[src/hdl/tw_pkg.sv]
// Package for the text window cell engine.
// Holds the command codes, register indexes and the payload structs of both channels.
// No dependencies.
`default_nettype none
package tw_pkg;
	localparam logic [3:0] OP_PUT     = 4'd0;
	localparam logic [3:0] OP_MOVE    = 4'd1;
	localparam logic [3:0] OP_INSCHAR = 4'd2;
	localparam logic [3:0] OP_CLREOL  = 4'd3;
	localparam logic [3:0] OP_CLRBOT  = 4'd4;
	localparam logic [3:0] OP_CLEAR   = 4'd5;
	localparam logic [3:0] OP_INSLINE = 4'd6;
	localparam logic [3:0] OP_DELLINE = 4'd7;
	localparam logic [3:0] OP_SCROLL  = 4'd8;
	localparam logic [3:0] OP_READ    = 4'd9;

	localparam logic [2:0] REG_COLS   = 3'd0;
	localparam logic [2:0] REG_ROWS   = 3'd1;
	localparam logic [2:0] REG_SCROLL = 3'd2;
	localparam logic [2:0] REG_BG     = 3'd3;
	localparam logic [2:0] REG_ATTR   = 3'd4;

	localparam logic [7:0]  RST_COLS   = 8'd80;
	localparam logic [6:0]  RST_ROWS   = 7'd25;
	localparam logic [15:0] RST_ATTR   = 16'd0;
	localparam logic [31:0] RST_BG     = 32'd32;

	typedef struct packed {
		logic [3:0] op;
		logic [7:0] char_code;
		logic [5:0] row;
		logic [6:0] column;
		logic [6:0] line_count;
	} in_item_t;

	typedef struct packed {
		logic        status;
		logic [5:0]  cursor_row_out;
		logic [6:0]  cursor_col_out;
		logic [15:0] cell_data;
	} out_item_t;

	typedef struct packed {
		in_item_t item;
		logic     in_win;
	} cmd_t;
endpackage
`default_nettype wire

[src/hdl/tw_front.sv]
// Front end: accepts command words, checks the target position against the window
// and queues them in a two-entry queue for the back end. Depends on tw_pkg.
`default_nettype none
module tw_front import tw_pkg::*; #(
	parameter int MAX_COLS = 128,
	parameter int MAX_ROWS = 64
) (
	input  wire logic                          clk,
	input  wire logic                          arst_n,
	input  wire logic                          in_valid,
	output logic                               in_ready,
	input  wire in_item_t                      in_item,
	input  wire logic                          hold,
	input  wire logic [$clog2(MAX_COLS+1)-1:0] w,
	input  wire logic [$clog2(MAX_ROWS+1)-1:0] h,
	output logic                               q_valid,
	output cmd_t                               q_cmd,
	input  wire logic                          q_pop
);
	cmd_t       ent_q [2];
	logic       wptr_q;
	logic       rptr_q;
	logic [1:0] count_q;
	logic       push;
	cmd_t       cls;

	always_comb begin
		cls.item   = in_item;
		cls.in_win = (32'(in_item.row) < 32'(h)) && (32'(in_item.column) < 32'(w));
	end

	assign in_ready = (count_q != 2'd2) && !hold;
	assign push     = in_valid && in_ready;
	assign q_valid  = (count_q != 2'd0);
	assign q_cmd    = ent_q[rptr_q];

	always_ff @(posedge clk) begin
		if (push) begin
			ent_q[wptr_q] <= cls;
		end
	end

	always_ff @(posedge clk or negedge arst_n) begin
		if (!arst_n) begin
			wptr_q  <= 1'b0;
			rptr_q  <= 1'b0;
			count_q <= 2'd0;
		end else begin
			if (push) begin
				wptr_q <= ~wptr_q;
			end
			if (q_pop) begin
				rptr_q <= ~rptr_q;
			end
			if (push && !q_pop) begin
				count_q <= count_q + 2'd1;
			end else if (!push && q_pop) begin
				count_q <= count_q - 2'd1;
			end
		end
	end
endmodule
`default_nettype wire

[config.mk]
export PLATFORM = sky130hd
export DESIGN_NAME = tw_front
export DESIGN_NICKNAME = d
export VERILOG_FILES = /design/src/hdl/tw_pkg.sv /design/src/hdl/tw_front.sv
export SDC_FILE = /design/constraint.sdc
export NUM_CORES = 1
export LEC_CHECK = 0
export ABC_AREA = 1
export BUFFER_PORTS_ARGS = -buffer_cell sky130_fd_sc_hd__buf_4
export CORE_MARGIN = 1.5
export CORE_UTILIZATION = 30
export DETAILED_ROUTE_END_ITERATION = 10
export GPL_ROUTABILITY_DRIVEN = 0
export PLACE_DENSITY = 0.62
export SYNTH_ARGS = -nofsm -noshare
export SYNTH_HDL_FRONTEND = slang
export SYNTH_SLANG_ARGS = --single-unit
[constraint.sdc]
create_clock -name clk -period 6.63 [get_ports clk]
set_clock_uncertainty 0.1 [all_clocks]
set_input_delay 1.326 -clock clk [delete_from_list [all_inputs] [get_ports clk]]
set_output_delay 1.326 -clock clk [all_outputs]
set_load 0.02 [all_outputs]
==> impl_metrics.yaml, run 1 <==
sta:
  setup_slack_ns: 3.191
  rsz0062_at_grt: "false"
  relSlewSlack: 0.2884
  fin_crit_ns: 3.439
  holdWs_ns: 0.3759
  clock.fmax_mhz: 290.8
  fin_tns_setup_ns: 0
  finalSetupViolations: 0
  finalMaxSlewViolations: 0
  worstMarginPinSlew_ns: 1.067
  hold_viol: 0
  fin_crit_sh: 0.5187
routing:
  drt_iter0_markers: 27
  dr.pass1.iters: 2
  vias_per_cell: 4.155
  drt_wl_total_mm: 5.000
  wl_per_cell_microns: 12.14
  dr_total_vias: 1712
  antenna_left: 0
  drc_errors: 0
grt:
  grt_usage: 0.09896
  use_met1: 0.1065
  grt-busiest-layer: "met2"
  grt_max_degree: 35
  grt-ovfl-total: 0
  grt_pass1_vias: 1744
  grt_use_met2: 0.1698
  grt_first_pass_wirelength_mm: 8.197
  grt_util_met3: 0.03321
  grt_antenna_before_repair: 0
finish:
  fillCellCount: 956
  fin_area_sq_um: 4016
  final_core_util: 0.4090
  drive_gt1_frac: 0.4910
  num_antenna_cells: 0
  area_growth_pct: 31.34
  fin_nets: 338
cts:
  htreeDepth: 3
  cts_buffer_depth: 2
  cts-resized-gates: 0
  cts_tree: "yes"
  hold_buffers: 0
  clkSlewWorstSetupHoldPaths_ns: 0.07
  postCtsSetupBuffers: 0
  clkLatencyLatePin_ns: 0.33
  root_buffer: "clkbuf_8"
  clkSinkCount: 70
  cts_buffers: 9
power_and_ir_drop:
  pwr_density_cell_nw_per_um2: 359.5
  p_leak_nw: 1.735
  ir_drop_mv: 0.1393
yosys:
  synthFlopType: "edfxtp_1"
  ys_seq_elements: 70
  synth_edf_count: 66
  synth_cell_types: 18
  yosysTopAreaCell: "edfxtp_1"
  yosys_warnings: 0
  ys_seq_area_frac: 0.6809
  synth_nets: 245
  netlist.area_leader.share: 0.6481
  synthTopCellsByArea: "edfxtp_1 65%, mux2_4 14%, ha_1 4.9%, dfrtp_1 3.3%, inv_1 2.8%"
  yosysMostFrequentCell: "edfxtp_1"
  ys_top_cells_by_count: "66 x edfxtp_1, 29 x mux2_4, 23 x inv_1, 18 x nand2_1, 12 x ha_1"
  ys_async_sr_fraction: 0.05714
  postSynthCellCount: 181
  synth_area_sq_um: 3058
  postSynthAreaPerCell_sq_um: 16.89
setup_path:
  cp.required_ns: 5.20
  worstSetupEndpointType: "primary output"
  reg2reg_to: "ent_q[0][6]"
  rrSetupSlack_ns: 4.53
  reg2regPathDepth: 4
  worstSetupPathType: "reg2out"
  worstPathMaxFanout: 34
  slowest_delay_ns: 1.07
  crit_cells: 2
  cp_slowest_cell: "dfrtp_2"
  cp-start-kind: "flip-flop"
  endpoint: "q_cmd[1]"
  crit_start: "rptr_q"
  cp.arrival_ns: 2.01
  critical_path.top_delay_family: "flip-flops"
  r2r_start: "count_q[0]"
  path_buf_inv: 1
  crit_path_cell_trace: "mux2_2 > buf_4"
die:
  rows: 36
  die_w_microns: 104.0
  initial_core_util: 0.3114
  core_sq_um: 9819
  dieArea_sq_um: 10810
  top_level_ports: 87
  die_y_microns: 104.0
run_status:
  outcome: "finished clean"
hold_path:
  hold_path_class: "reg2reg"
  holdPathStages: 1
job:
  maxCapViolations: 0
place:
  dp_hpwl_mm: 3.484
  numPortBuffers: 86
  place_area_sq_um: 3815
  place_ws_ns: 3.483
-- power breakdown --
group	switching, mW	internal [mW]	total [mW]
clock network	0.147	0.194	0.341
registers	0.0727	0.555	0.627
logic	0.213	0.263	0.476
-- metal layers --
layer,routed length [microns],share of wire
met4,125,0.025
met3,329,0.066
met5,0,0
met2,2527,0.51
met1,2018,0.40
-- worst min path at each step --
stage | startpoint | to | slack (ns)
floorplan | count_q[0] | count_q[0] | 0.35
global placement | count_q[0] | count_q[0] | 0.36
detailed placement | count_q[0] | count_q[0] | 0.36
CTS | count_q[0] | count_q[0] | 0.38
global route | count_q[0] | count_q[0] | 0.42
finish | count_q[0] | count_q[0] | 0.38
-- sequential cells by signal, summed over array words and instances (netlist names) --
name and flops:
ent_q 66, count_q 2, rptr_q 1, wptr_q 1
-- cell usage in the layout, fill, tap and decap left out, types with 2 or more instances in the layout --
master / netlist / layout
nand2_1: 18 / 18
nor2_1: 8 / 6
ha_1: 12 / 12
xor2_1: 3 / 3
dfrtp_1: 4 / 3
clkbuf_8: 0 / 11
a21oi_1: 4 / 4
clkbuf_1: 0 / 2
edfxtp_1: 66 / 66
inv_1: 23 / 23
mux2_2: 4 / 4
buf_4: 0 / 86
mux2_4: 29 / 29
nor2_4: 0 / 2
-- worst reg2reg max path, stage by stage (launching register included) --
cell,delay [ns]
dfrtp_1,0.36
inv_1,0.09
a21oi_2,0.15
nand2_1,0.18
nor2_4,0.81
-- cells by family (layout without fill, tap and decap cells) --
kind of cell / Yosys count / after routing / share of synthesized area
DFF: 70 / 70 / 0.6809
AOI/OAI and AO/OA: 7 / 7 / 0.01432
and+or+nand+nor: 28 / 28 / 0.03560
buffers and inverters: 27 / 125 / 0.05155
muxes: 33 / 33 / 0.1571
xor gates and xnor gates: 4 / 4 / 0.01146
adders and majority gates: 12 / 12 / 0.04910
-- layout make-up --
type	instances	area, sq um	area share
repair buffers	86	645.6	0.1607
multi-input cells	84	833.3	0.2075
flip-flops and latches	70	2083	0.5187
inverters	23	86.33	0.02150
clock buffers	13	158.9	0.03956
well taps	133	166.4	0.04143
clock inverters	3	42.54	0.01059
-- metrics by stage --
step / instances / power [mW]
floorplan: 181 / 0.9750
global placement: 396 / 1.119
detailed placement: 396 / 1.127
CTS: 412 / 1.471
global route: 412 / 1.523
finish: 412 / 1.444
No activity file was read; power rests on OpenSTA's default activity.
==> run 2: changes to the inputs <==
- clock period: 6.63 -> 3.35 ns (I/O delays scaled with it)
==> impl_metrics.yaml, run 2 (synthesized netlist as in run 1, its figures left out) <==
power_and_ir_drop:
  switching_power_mw: 0.8449
  p_clk_frac: 0.193
  switching_share: 0.3102
  intPower_mw: 1.879
  p_leak_nw: 1.740
  seq_power_share: 0.436
  ir_drop_mv: 0.2044
  pwr_density_cell_nw_per_um2: 679.8
  pwr-share-comb: 0.371
die:
  dieArea_sq_um: 10810
  initial_core_util: 0.3114
  die_y_microns: 104.0
  core_sq_um: 9819
  top_level_ports: 87
  die_w_microns: 104.0
  rows: 36
setup_path:
  cp.arrival_ns: 1.87
  slowest_delay_ns: 0.72
  cp-start-kind: "flip-flop"
  rrSetupSlack_ns: 1.34
  r2r_start: "count_q[0]"
  cp_slowest_cell: "dfrtp_2"
  cp.required_ns: 2.58
  crit_path_cell_trace: "buf_4 > mux2_2 > buf_4"
  worstSetupEndpointType: "primary output"
  worstPathMaxFanout: 18
  reg2regPathDepth: 5
  reg2reg_to: "ent_q[1][29]"
  worstSetupPathType: "reg2out"
  crit_top_cell: "buf_4"
finish:
  fin_nets: 344
  final_common_cell: "buf_4"
  drive_gt1_frac: 0.4876
  largest_reg_flops: 66
  fin_area_sq_um: 4006
  fillCellCount: 933
  multi_input_area_sq_um: 833.3
  register_area_sq_um: 2083
  area_growth_pct: 31.01
  largestRegisters: "ent_q (66), count_q (2)"
  final_core_util: 0.4080
  num_antenna_cells: 0
  largest-register: "ent_q"
  layout_common_cells: "91 x buf_4, 66 x edfxtp_1, 29 x mux2_4"
cts:
  cts_buffers: 9
  clkSlewWorstSetupHoldPaths_ns: 0.06
  cts_buffer_depth: 2
  root_buffer: "clkbuf_8"
  clkLatencyLatePin_ns: 0.33
  postCtsSetupBuffers: 0
  htreeDepth: 3
  cts_tree: "yes"
  clkSinkCount: 70
hold_path:
  holdPathStages: 1
  min_from: "count_q[0]"
  hold_path_class: "reg2reg"
  hold_end: "count_q[0]"
place:
  place_area_sq_um: 3852
  place_ws_ns: 0.9869
  numPortBuffers: 86
  dp_hpwl_mm: 3.728
sta:
  fin_crit_sh: 0.7885
  clock.fmax_mhz: 378.6
  setup_slack_ns: 0.7085
  rsz0062_at_grt: "false"
  finalMaxSlewViolations: 0
  finalSetupViolations: 0
  worstMarginPinSlew_ns: 0.6164
  fin_tns_setup_ns: 0
  hold_viol: 0
  relSlewSlack: 0.5881
  fin_crit_ns: 2.641
grt:
  grt_antenna_before_repair: 0
  grt_usage: 0.09789
  grt_first_pass_wirelength_mm: 8.059
  grt_pass1_vias: 1762
  grt-ovfl-total: 0
  grt_max_degree: 25
run_status:
  outcome: "finished clean"
routing:
  drc_errors: 0
  antenna_left: 0
  dr.pass1.iters: 4
  wl_per_cell_microns: 12.04
  vias_per_cell: 4.063
  drt_wl_total_mm: 5.010
  drt_iter0_markers: 15
  dr_total_vias: 1690
job:
  maxCapViolations: 0
-- run 2: critical path: cells and delay by family, from the launching register on --
| kind | cells | cell delay (ns) |
|---|---|---|
| flops | 1 | 0.72 |
| buf+inv | 2 | 0.46 |
| mux | 1 | 0.35 |
-- run 2: through the flow --
stage | power, mW | hold slack (ns) | std cells
after floorplan | 1.930 | 0.2744 | 181
after global routing | 2.857 | 0.3855 | 416
after global placement | 2.230 | 0.3622 | 401
after detailed placement | 2.239 | 0.3630 | 401
after CTS | 2.775 | 0.3766 | 416
final | 2.724 | 0.3728 | 416
-- run 2: worst max path at each step --
stage | depth (start not counted) | start | endpoint
floorplan | 3 | hold | ent_q[0][0]
global placement | 3 | rptr_q | q_cmd[0]
detailed placement | 5 | hold | ent_q[1][25]
CTS | 3 | rptr_q | q_cmd[0]
global route | 3 | rptr_q | q_cmd[0]
finish | 3 | rptr_q | q_cmd[0]
-- run 2: cell type report --
type / instances / area share
clock buffers: 10 / 0.03186
inverters: 23 / 0.02155
well taps: 133 / 0.04154
repair buffers: 92 / 0.1730
flip-flops and latches: 70 / 0.5200
multi-input cells: 84 / 0.2080
clock inverters: 4 / 0.004060
-- run 2: repair_timing --
item / 4_1_cts / 5_1_grt
hold endpoints to repair: 4 / 0
gates resized for setup: 0 / 0
hold buffers: 1 / 0
-- run 2: layer usage --
layer  share of wire  track usage  vias to the layer above
met5               0            0                        -
met4           0.032      0.07242                        0
met3           0.053      0.02130                       10
met2            0.50       0.1703                       61
met1            0.41       0.1041                      782
li1                -            -                      837
-- run 2: power groups by stage --
stage          Combinational, mW  Clock, mW  Sequential, mW
6_report                    1.01      0.524            1.19
5_1_grt                     1.07      0.580            1.20
4_1_cts                     1.03      0.548            1.19
3_5_place_dp                1.03          0            1.21
3_3_place_gp                1.02          0            1.21
2_1_floorplan              0.783          0            1.15
==> run 3: changes to the inputs <==
- clock period: 3.35 -> 2.75 ns (I/O delays scaled with it)
==> impl_metrics.yaml, run 3 (synthesized netlist as in run 1, its figures left out) <==
sta:
  finalSetupViolations: 0
  finalMaxSlewViolations: 0
  fin_crit_sh: 0.8855
  fin_crit_ns: 2.435
  clock.fmax_mhz: 410.6
  hold_viol: 0
  worstMarginPinSlew_ns: 0.3506
  setup_slack_ns: 0.3148
  rsz0062_at_grt: "false"
  relSlewSlack: 0.7663
run_status:
  outcome: "finished clean"
cts:
  clkSinkCount: 70
  clkLatencyLatePin_ns: 0.33
  root_buffer: "clkbuf_8"
  htreeDepth: 3
  hold_buffers: 1
  clkSlewWorstSetupHoldPaths_ns: 0.07
  cts_tree: "yes"
  cts_buffer_depth: 2
  postCtsSetupBuffers: 0
  cts-resized-gates: 0
  cts_buffers: 9
setup_path:
  worstPathMaxFanout: 14
  reg2regPathDepth: 8
  worstSetupPathType: "reg2out"
  cp.required_ns: 2.10
  reg2reg_to: "count_q[1]"
  cp.arrival_ns: 1.79
  r2r_start: "count_q[0]"
  worstSetupEndpointType: "primary output"
  rrSetupSlack_ns: 0.98
  cp-start-kind: "flip-flop"
routing:
  drt_iter0_markers: 51
  vias_per_cell: 4.100
  drt_wl_total_mm: 5.181
  dr_total_vias: 1714
  wl_per_cell_microns: 12.39
  dr.pass1.iters: 4
  drc_errors: 0
  antenna_left: 0
grt:
  grt_pass1_vias: 1747
  use_met1: 0.1056
  grt_util_met3: 0.02632
  grt_use_met2: 0.1788
  grt_antenna_before_repair: 0
  grt-ovfl-total: 0
  grt_first_pass_wirelength_mm: 8.362
  grt-busiest-layer: "met2"
  grt_usage: 0.1006
  grt_max_degree: 19
place:
  placed_cells: 402
  place_ws_ns: 0.6299
  numPortBuffers: 86
  place_area_sq_um: 3860
  dp_hpwl_mm: 3.793
finish:
  final_cells: 418
  drive_gt1_frac: 0.4982
  largest_reg_flops: 66
  largestRegisters: "ent_q (66), count_q (2)"
  fillCellCount: 947
  area_growth_pct: 32.41
  num_antenna_cells: 0
  layout_common_cells: "92 x buf_4, 66 x edfxtp_1, 29 x mux2_4"
  final_common_cell: "buf_4"
  largest-register: "ent_q"
  fin_nets: 345
  fin_area_sq_um: 4049
die:
  dieArea_sq_um: 10810
  die_w_microns: 104.0
  initial_core_util: 0.3114
  die_y_microns: 104.0
  rows: 36
  top_level_ports: 87
  core_sq_um: 9819
power_and_ir_drop:
  pwr_density_cell_nw_per_um2: 851.3
  pwr-share-comb: 0.365
  ir_drop_mv: 0.2391
  p_leak_nw: 1.760
  intPower_mw: 2.393
  p_clk_frac: 0.222
  switching_power_mw: 1.054
  seq_power_share: 0.413
  switching_share: 0.3058
hold_path:
  hold_end: "ent_q[0][23]"
  holdPathStages: 1
  min_from: "in_item[22]"
  hold_path_class: "in2reg"
job:
  maxCapViolations: 0
-- run 3: changes by cell type in the layout (fill, tap and decap cells not counted), sizes merged --
cell	change
buf	+1
bufinv	+1
clkinv	-1
clkinvlp	+1
-- run 3: how the worst max path moves through the flow --
stage,end,cells after the start,from
after CTS,q_cmd[1],3,rptr_q
after global routing,q_cmd[1],3,rptr_q
after floorplan,ent_q[0][0],3,hold
final,q_cmd[1],3,rptr_q
after detailed placement,q_cmd[1],3,rptr_q
after global placement,q_cmd[1],3,rptr_q
-- run 3: worst max-delay path, cell delays in order, from the launching register on --
cell     delay [ns]
dfrtp_2        0.58
buf_4          0.34
mux2_2         0.37
buf_4          0.16
-- run 3: per-stage QoR --
stage / hold WS, ns / utilization / TNS, ns / total power [mW]
after floorplan: 0.1544 / - / -10.29 / 2.351
after detailed placement: 0.2523 / 0.3931 / 0 / 2.732
after CTS: 0.2821 / 0.4123 / 0 / 3.499
after global routing: 0.2766 / 0.4123 / 0 / 3.616
final: 0.2970 / 0.4123 / 0 / 3.447
after global placement: 0.2496 / 0.3931 / 0 / 2.707
-- run 3: power groups by stage --
| stage | Clock (mW) | Combinational, mW | Sequential, mW |
|---|---|---|---|
| after floorplan | 0 | 0.954 | 1.40 |
| after CTS | 0.787 | 1.28 | 1.43 |
| after global routing | 0.830 | 1.34 | 1.44 |
| after detailed placement | 0 | 1.28 | 1.45 |
| final | 0.765 | 1.26 | 1.42 |
| after global placement | 0 | 1.26 | 1.45 |
-- run 3: cell type report --
| class | instances | area [sq um] | area share |
|---|---|---|---|
| Multi-Input combinational cell | 84 | 833.3 | 0.2058 |
| Sequential cell | 70 | 2083 | 0.5145 |
| Clock buffer | 10 | 127.6 | 0.03152 |
| Tap cell | 133 | 166.4 | 0.04110 |
| Clock inverter | 5 | 51.30 | 0.01267 |
| Timing Repair Buffer | 93 | 700.7 | 0.1731 |
| Inverter | 23 | 86.33 | 0.02132 |
-- run 3: per-layer routing --
metal / part of all wire / vias up
met4: 0.026 / 0
met1: 0.41 / 801
met2: 0.51 / 59
met3: 0.051 / 13
met5: 0 / -
li1: - / 841
